File: src/rtl/core/ssda_pkg.sv
package ssda_pkg;

    localparam int COUNT_W = 10;
    localparam int VALUE_W = 10;
    localparam int LIMIT_W = 16;
    localparam int SEG_W   = 8;
    localparam int ADDR_W  = 5;
    localparam int DATA_W  = 32;

    localparam int WARMUP_ITEMS_DEFAULT = 16;

    localparam logic [COUNT_W-1:0] SCALE_OFFSET = 10'd215;
    localparam logic [10:0]        SCALE_GAIN   = 11'd1173;
    localparam int                 SCALE_SHIFT  = 10;

    localparam logic [SEG_W-1:0] DOT_BIT = 8'h80;

    typedef enum logic [2:0] {
        REG_TEMP_HIGH = 3'd0,
        REG_TEMP_LOW  = 3'd1,
        REG_HUM_HIGH  = 3'd2,
        REG_HUM_LOW   = 3'd3,
        REG_RAW_MODE  = 3'd4
    } reg_idx_t;

    typedef logic [SEG_W-1:0] seg_code_t;

    typedef struct packed {
        logic [LIMIT_W-1:0] temp_high;
        logic [LIMIT_W-1:0] temp_low;
        logic [LIMIT_W-1:0] hum_high;
        logic [LIMIT_W-1:0] hum_low;
        logic               raw_mode;
    } cfg_t;

    // Segment bit 0 is segment a through bit 6 segment g.
    function automatic seg_code_t seg_encode(input logic [3:0] digit);
        seg_code_t code;
        unique case (digit)
            4'd0:    code = 8'h3F;
            4'd1:    code = 8'h06;
            4'd2:    code = 8'h5B;
            4'd3:    code = 8'h4F;
            4'd4:    code = 8'h66;
            4'd5:    code = 8'h6D;
            4'd6:    code = 8'h7D;
            4'd7:    code = 8'h07;
            4'd8:    code = 8'h7F;
            4'd9:    code = 8'h6F;
            default: code = 8'h00;
        endcase
        return code;
    endfunction

    // Shift-and-add-three conversion; four digits cover values up to 1023.
    function automatic logic [15:0] bin_to_bcd(input logic [VALUE_W-1:0] bin);
        logic [15:0] bcd;
        bcd = '0;
        for (int i = VALUE_W - 1; i >= 0; i--) begin
            for (int d = 0; d < 4; d++) begin
                if (bcd[4*d +: 4] >= 4'd5) begin
                    bcd[4*d +: 4] = bcd[4*d +: 4] + 4'd3;
                end
            end
            bcd = {bcd[14:0], bin[i]};
        end
        return bcd;
    endfunction

endpackage

File: src/rtl/core/ssda_scale.sv
module ssda_scale
    import ssda_pkg::*;
(
    input  logic [COUNT_W-1:0] counts,
    input  logic               raw_mode,
    output logic [VALUE_W-1:0] value
);

    logic [COUNT_W-1:0]    offset_counts;
    logic [COUNT_W+10:0]   product;

    assign offset_counts = counts - SCALE_OFFSET;
    assign product       = (COUNT_W + 11)'(offset_counts) * (COUNT_W + 11)'(SCALE_GAIN);

    always_comb
    begin
        if (raw_mode) begin
            value = counts;
        end else if (counts < SCALE_OFFSET) begin
            value = '0;
        end else begin
            // The scaled value never exceeds 925, so ten bits hold it.
            value = product[SCALE_SHIFT +: VALUE_W];
        end
    end

endmodule

File: src/rtl/core/ssda_seg.sv
module ssda_seg
    import ssda_pkg::*;
(
    input  logic [VALUE_W-1:0] value,
    output seg_code_t          seg_units,
    output seg_code_t          seg_tens,
    output seg_code_t          seg_hundreds
);

    logic [15:0] bcd;

    // Any thousands digit in raw mode is simply not shown.
    assign bcd          = bin_to_bcd(value);
    assign seg_units    = seg_encode(bcd[3:0]);
    assign seg_tens     = seg_encode(bcd[7:4]) | DOT_BIT;
    assign seg_hundreds = seg_encode(bcd[11:8]);

endmodule

File: src/rtl/core/sensor_scale_display_alarm_core.sv
// An accepted item passes through the input register and then the result
// register, from which its result is taken.
// Throughput: one item per cycle; items stream back to back through the input
// register and the result register, which stall together only while a
// result waits on out_stall.
// Reset (rst_n, asynchronous, active low) clears all limits, raw mode, the
// warm-up count, both lamps and the valid flags.
module sensor_scale_display_alarm_core
    import ssda_pkg::*;
#(
    parameter int WARMUP_ITEMS = WARMUP_ITEMS_DEFAULT
)
(
    input  logic               clk,
    input  logic               rst_n,

    input  logic               psel,
    input  logic               penable,
    input  logic               pwrite,
    input  logic [ADDR_W-1:0]  paddr,
    input  logic [DATA_W-1:0]  pwdata,
    output logic [DATA_W-1:0]  prdata,
    output logic               pready,

    input  logic               in_valid,
    output logic               in_stall,
    input  logic [COUNT_W-1:0] hum_counts,
    input  logic [COUNT_W-1:0] temp_counts,
    input  logic               alarm_switch,

    output logic               out_valid,
    input  logic               out_stall,
    output seg_code_t          seg_digit0,
    output seg_code_t          seg_digit1,
    output seg_code_t          seg_digit2,
    output seg_code_t          seg_digit3,
    output seg_code_t          seg_digit4,
    output seg_code_t          seg_digit5,
    output logic               fault_lamp,
    output logic               ok_lamp
);

    localparam int CntW = (WARMUP_ITEMS < 1) ? 1 : $clog2(WARMUP_ITEMS + 1);
    localparam logic [CntW-1:0] WarmupLimit = CntW'(WARMUP_ITEMS);

    cfg_t cfg_reg;
    cfg_t cfg_next;
    logic cfg_write;
    logic [2:0] reg_index;

    logic               s1_valid_reg;
    logic [COUNT_W-1:0] s1_hum_reg;
    logic [COUNT_W-1:0] s1_temp_reg;
    logic               s1_switch_reg;

    logic               out_valid_reg;
    logic               out_valid_next;
    seg_code_t          seg_reg [6];
    seg_code_t          seg_next [6];
    logic [CntW-1:0]    warmup_reg;
    logic [CntW-1:0]    warmup_next;
    logic               red_reg;
    logic               red_next;
    logic               green_reg;
    logic               green_next;

    logic               advance;
    logic               item_done;
    logic               warm;
    logic               out_of_range;
    logic [VALUE_W-1:0] hum_value;
    logic [VALUE_W-1:0] temp_value;

    // Configuration port.
    assign pready    = 1'b1;
    assign reg_index = paddr[ADDR_W-1:2];
    assign cfg_write = psel && penable && pwrite && pready;

    always_comb
    begin
        cfg_next = cfg_reg;
        if (cfg_write) begin
            unique case (reg_index)
                REG_TEMP_HIGH: cfg_next.temp_high = pwdata[LIMIT_W-1:0];
                REG_TEMP_LOW:  cfg_next.temp_low  = pwdata[LIMIT_W-1:0];
                REG_HUM_HIGH:  cfg_next.hum_high  = pwdata[LIMIT_W-1:0];
                REG_HUM_LOW:   cfg_next.hum_low   = pwdata[LIMIT_W-1:0];
                REG_RAW_MODE:  cfg_next.raw_mode  = pwdata[0];
                default:       cfg_next = cfg_reg;
            endcase
        end
    end

    always_comb
    begin
        unique case (reg_index)
            REG_TEMP_HIGH: prdata = DATA_W'(cfg_reg.temp_high);
            REG_TEMP_LOW:  prdata = DATA_W'(cfg_reg.temp_low);
            REG_HUM_HIGH:  prdata = DATA_W'(cfg_reg.hum_high);
            REG_HUM_LOW:   prdata = DATA_W'(cfg_reg.hum_low);
            REG_RAW_MODE:  prdata = DATA_W'(cfg_reg.raw_mode);
            default:       prdata = '0;
        endcase
    end

    always_ff @(posedge clk or negedge rst_n)
    begin
        if (!rst_n) begin
            cfg_reg <= '0;
        end else begin
            cfg_reg <= cfg_next;
        end
    end

    // Both stages move together whenever the result register is empty or its result is taken.
    assign advance   = !(out_valid_reg && out_stall);
    assign in_stall  = !advance;
    assign item_done = advance && s1_valid_reg;

    always_ff @(posedge clk or negedge rst_n)
    begin
        if (!rst_n) begin
            s1_valid_reg <= 1'b0;
        end else if (advance) begin
            s1_valid_reg <= in_valid;
        end
    end

    always_ff @(posedge clk)
    begin
        if (advance) begin
            s1_hum_reg    <= hum_counts;
            s1_temp_reg   <= temp_counts;
            s1_switch_reg <= alarm_switch;
        end
    end

    ssda_scale u_scale_hum (
        .counts   (s1_hum_reg),
        .raw_mode (cfg_reg.raw_mode),
        .value    (hum_value)
    );

    ssda_scale u_scale_temp (
        .counts   (s1_temp_reg),
        .raw_mode (cfg_reg.raw_mode),
        .value    (temp_value)
    );

    ssda_seg u_seg_hum (
        .value        (hum_value),
        .seg_units    (seg_next[0]),
        .seg_tens     (seg_next[1]),
        .seg_hundreds (seg_next[2])
    );

    ssda_seg u_seg_temp (
        .value        (temp_value),
        .seg_units    (seg_next[3]),
        .seg_tens     (seg_next[4]),
        .seg_hundreds (seg_next[5])
    );

    // Crossed limits make every value out of range, which the plain window
    // test already gives.
    assign out_of_range = (LIMIT_W'(temp_value) < cfg_reg.temp_low)  ||
                          (LIMIT_W'(temp_value) > cfg_reg.temp_high) ||
                          (LIMIT_W'(hum_value)  < cfg_reg.hum_low)   ||
                          (LIMIT_W'(hum_value)  > cfg_reg.hum_high);

    assign warm = (warmup_reg >= WarmupLimit);

    always_comb
    begin
        out_valid_next = out_valid_reg;
        warmup_next    = warmup_reg;
        red_next       = red_reg;
        green_next     = green_reg;
        if (advance) begin
            out_valid_next = s1_valid_reg;
        end
        if (item_done) begin
            if (!warm) begin
                warmup_next = warmup_reg + 1'b1;
            end else if (s1_switch_reg) begin
                red_next   = out_of_range;
                green_next = !out_of_range;
            end else begin
                red_next   = 1'b0;
                green_next = 1'b0;
            end
        end
    end

    always_ff @(posedge clk or negedge rst_n)
    begin
        if (!rst_n) begin
            out_valid_reg <= 1'b0;
            warmup_reg    <= '0;
            red_reg       <= 1'b0;
            green_reg     <= 1'b0;
        end else begin
            out_valid_reg <= out_valid_next;
            warmup_reg    <= warmup_next;
            red_reg       <= red_next;
            green_reg     <= green_next;
        end
    end

    always_ff @(posedge clk)
    begin
        if (item_done) begin
            for (int i = 0; i < 6; i++) begin
                seg_reg[i] <= seg_next[i];
            end
        end
    end

    // The lamp registers are the lamp state that each result carries.
    assign out_valid  = out_valid_reg;
    assign seg_digit0 = seg_reg[0];
    assign seg_digit1 = seg_reg[1];
    assign seg_digit2 = seg_reg[2];
    assign seg_digit3 = seg_reg[3];
    assign seg_digit4 = seg_reg[4];
    assign seg_digit5 = seg_reg[5];
    assign fault_lamp = red_reg;
    assign ok_lamp    = green_reg;

`ifndef SYNTH
    a_lamps_exclusive: assert property (@(posedge clk) disable iff (!rst_n)
        !(red_reg && green_reg))
        else $error("red and green lamps lit together");

    a_warmup_bounded: assert property (@(posedge clk) disable iff (!rst_n)
        warmup_reg <= WarmupLimit)
        else $error("warm-up count ran past its limit");

    a_warmup_holds_lamps: assert property (@(posedge clk) disable iff (!rst_n)
        (item_done && !warm) |=> ($stable(red_reg) && $stable(green_reg)))
        else $error("lamps changed during warm-up");

    a_item_reaches_output: assert property (@(posedge clk) disable iff (!rst_n)
        item_done |=> out_valid_reg)
        else $error("item in the input register did not reach the result register");
`endif

endmodule
File: config.mk
export PLATFORM = sky130hd
export DESIGN_NAME = sensor_scale_display_alarm_core
export DESIGN_NICKNAME = d
export VERILOG_FILES = /design/src/rtl/core/ssda_pkg.sv /design/src/rtl/core/ssda_scale.sv /design/src/rtl/core/ssda_seg.sv /design/src/rtl/core/sensor_scale_display_alarm_core.sv
export SDC_FILE = /design/constraint.sdc
export NUM_CORES = 1
export LEC_CHECK = 0
export BUFFER_PORTS_ARGS = -buffer_cell sky130_fd_sc_hd__buf_2
export CAP_MARGIN = 10
export CORE_MARGIN = 5
export CORE_UTILIZATION = 55
export DETAILED_ROUTE_END_ITERATION = 10
export HOLD_SLACK_MARGIN = 0.05
export PLACE_DENSITY = 0.72
export SLEW_MARGIN = 0
export SYNTH_ARGS = -nofsm -noshare
export SYNTH_HDL_FRONTEND = slang
export SYNTH_SLANG_ARGS = --single-unit
File: constraint.sdc
create_clock -name clk -period 27.8 [get_ports clk]
set_input_delay 2.78 -clock clk [delete_from_list [all_inputs] [get_ports clk]]
set_output_delay 2.78 -clock clk [all_outputs]
set_load 0.05 [all_outputs]
==> flow_metrics.tcl <==
set metrics [dict create \
    cpMaxStageDelayCell "xnor2_1" \
    fmax_mhz 77.51 \
    die_y_um 176.5 \
    hold_start "s1_valid_reg" \
    crit_fanout 11 \
    routabilityCongestion 0.9043 \
    ys.flop_type "dfrtp_1" \
    synth_top_area_cell "ha_1" \
    area_growth_pct 8.809 \
    slew_headroom 0.2751 \
    vias 12340 \
    synth_most_common_cell "ha_1" \
    postLayoutCellArea_um2 16600 \
    htreeDepth 4 \
    first_global_vias 12280 \
    antenna_found_initial 1 \
    synth_warnings 0 \
    max-clock-path-buffers 2 \
    finalCritPeriodShare 0.4641 \
    tns_ns 0 \
    critical_path_class "reg2reg" \
    skew_ns 0.01322 \
    crit_start "s1_hum_reg[0]" \
    die_w_um 176.5 \
    numCtsBuffers 17 \
    placed_area_um2 16020 \
    slowest_delay_ns 0.74 \
    yosysUniqueCellTypes 128 \
    globalRouteTotalUtil 0.2292 \
    dp_hpwl_um 27490 \
    ctsResizeCount 0 \
    final_net_count 2013 \
    r2r_start "s1_hum_reg[0]" \
    num_io_pins 150 \
    clock_sinks 137 \
    start_kind "register" \
    io_buffers 108 \
    cts_tree "done" \
    avgSynthCellArea_um2 9.434 \
    holdPathEnd "out_valid" \
    route.detailed.drc 0 \
    finalHoldViolCount 0 \
    dieArea_um2 31170 \
    cp.arrival_ns 13.06 \
    post-cts-setup-buffer-count 0 \
    hold-path-cell-count 1 \
    netlist_area_um2 15250 \
    netlist_top_cells_area "ha_1 (18%), edfxtp_1 (12%), dfrtp_1 (12%)" \
    synth.yosys.seq_area_share 0.2454 \
    ant_nets 0 \
    grt_max_degree 75 \
    clk_latency_ns 0.43 \
    cts.clk_slew.worst_paths_ns 0.06 \
    synthArstFlopShare 0.5401 \
    overflow 0 \
    crit_top_cell "ha_1" \
    finalMaxSlewViolations 0 \
    status "completed" \
    tightest_slew_ns 1.080 \
    worstSetupEndpointType "register" \
    drt_iter0_markers 902 \
    layout-drive-gt1-share 0.1839 \
    netlist_instances 1617 \
    rsz0062_at_grt "no" \
    reg2reg_slack_ns 14.90 \
    largest_reg_flops 65 \
    yosys-top-cells-count "ha_1 (217), inv_1 (174), nor2_1 (95)" \
    setup_violations 0 \
    ctsHoldBuffers 0 \
    start_util 0.5537 \
    wirelength_um 35240 \
    row_count 61 \
    core-area_um2 27550 \
    synth-seq-cells 137 \
    wl_per_cell_um 16.81 \
    reg2regPathDepth 47 \
    diodes 0 \
    grt_first_pass_wirelength_um 59530 \
    ctsRootBufferMaster "clkbuf_16" \
    synth-edff-count 63 \
    netlist.area_leader.share 0.1780 \
    drt-pass1-iter-count 5 \
    worstPathRequired_ns 27.96 \
    viasPerCell 5.885 \
    r2r-end "seg_reg[1][4]" \
    fin_crit_ns 12.90 \
    hp-class "reg2reg" \
    cap_violations 0 \
]
-- worst max-delay path, delay by kind of cell, from the launching register on --
family | cells | cell delay [ns]
DFF | 1 | 0.56
adders and majority gates | 11 | 3.94
AOI/OAI and AO/OA | 19 | 4.52
and+or+nand+nor | 10 | 1.79
buffers and inverters | 4 | 0.30
xor gates and xnor gates | 3 | 1.48
-- kinds of logic after synthesis --
group	synth area share
other cells	0.0004923
fa+ha+maj	0.2121
mux	0.09055
flops	0.2454
compound gates	0.2083
xor+xnor	0.03314
buf+inv	0.07078
simple gates	0.1392
-- routing by layer --
layer	wire [um]	track usage	up-vias
li1	-	-	6062
met1	15150	0.2867	5965
met2	18130	0.4150	248
met3	1103	0.02655	58
met4	845	0.06963	2
met5	20	0	-
-- per-stage QoR --
step	util	hold slack, ns	cells	worst slack, ns
after global placement	0.5814	0.4580	2064	15.34
after detailed placement	0.5814	0.4665	2064	15.23
final	0.6024	0.4717	2096	14.90
after floorplan	-	0.4446	1638	16.76
after CTS	0.6024	0.4773	2096	15.07
after global routing	0.6024	0.5184	2096	14.05
-- final cells by class --
type	instances	area [um^2]
sequential	137	3744
multi-input combinational	1249	10520
inverter	188	710.7
timing repair buffer	112	573.1
tap	378	473.0
fill	2322	10950
clock inverter	12	102.6
clock buffer	20	478.0
-- worst max-delay path by stage --
stage / end / slack [ns] / cells past startpoint
after floorplan: seg_reg[4][3] / 16.76 / 51
after global placement: seg_reg[1][4] / 15.34 / 47
after detailed placement: seg_reg[1][4] / 15.23 / 47
after CTS: seg_reg[1][4] / 15.07 / 47
after global routing: seg_reg[1][4] / 14.05 / 47
final: seg_reg[1][4] / 14.90 / 47
-- cell usage in the layout, fill, tap and decap left out, types with 6 or more instances in the layout --
| cell | n |
|---|---|
| o221ai_1 | 7 |
| inv_1 | 174 |
| o211a_1 | 6 |
| o21a_1 | 13 |
| nand3_1 | 31 |
| nor4_1 | 8 |
| nor2b_1 | 34 |
| o22ai_1 | 15 |
| o21bai_1 | 7 |
| fa_1 | 26 |
| nand2b_1 | 28 |
| xor2_1 | 15 |
| dfrtp_1 | 74 |
| a211oi_1 | 12 |
| buf_2 | 107 |
| a31oi_1 | 11 |
| inv_2 | 11 |
| and2_1 | 15 |
| o211ai_1 | 10 |
| mux4_2 | 16 |
| xnor2_1 | 30 |
| nor2_1 | 95 |
| edfxtp_1 | 63 |
| a211o_1 | 7 |
| nor3_1 | 21 |
| ha_1 | 217 |
| mux2_2 | 58 |
| clkbuf_16 | 18 |
| a21oi_1 | 85 |
| mux2i_1 | 21 |
| conb_1 | 23 |
| or3_1 | 11 |
| and3_1 | 8 |
| nand2_1 | 89 |
| o21ai_0 | 70 |
| o21ai_1 | 28 |
| a21o_1 | 19 |
| nand4_1 | 18 |
| a22oi_1 | 12 |
Power is not shown: default switching activity piles up to over one toggle a cycle in this logic, so the estimate is an artifact.
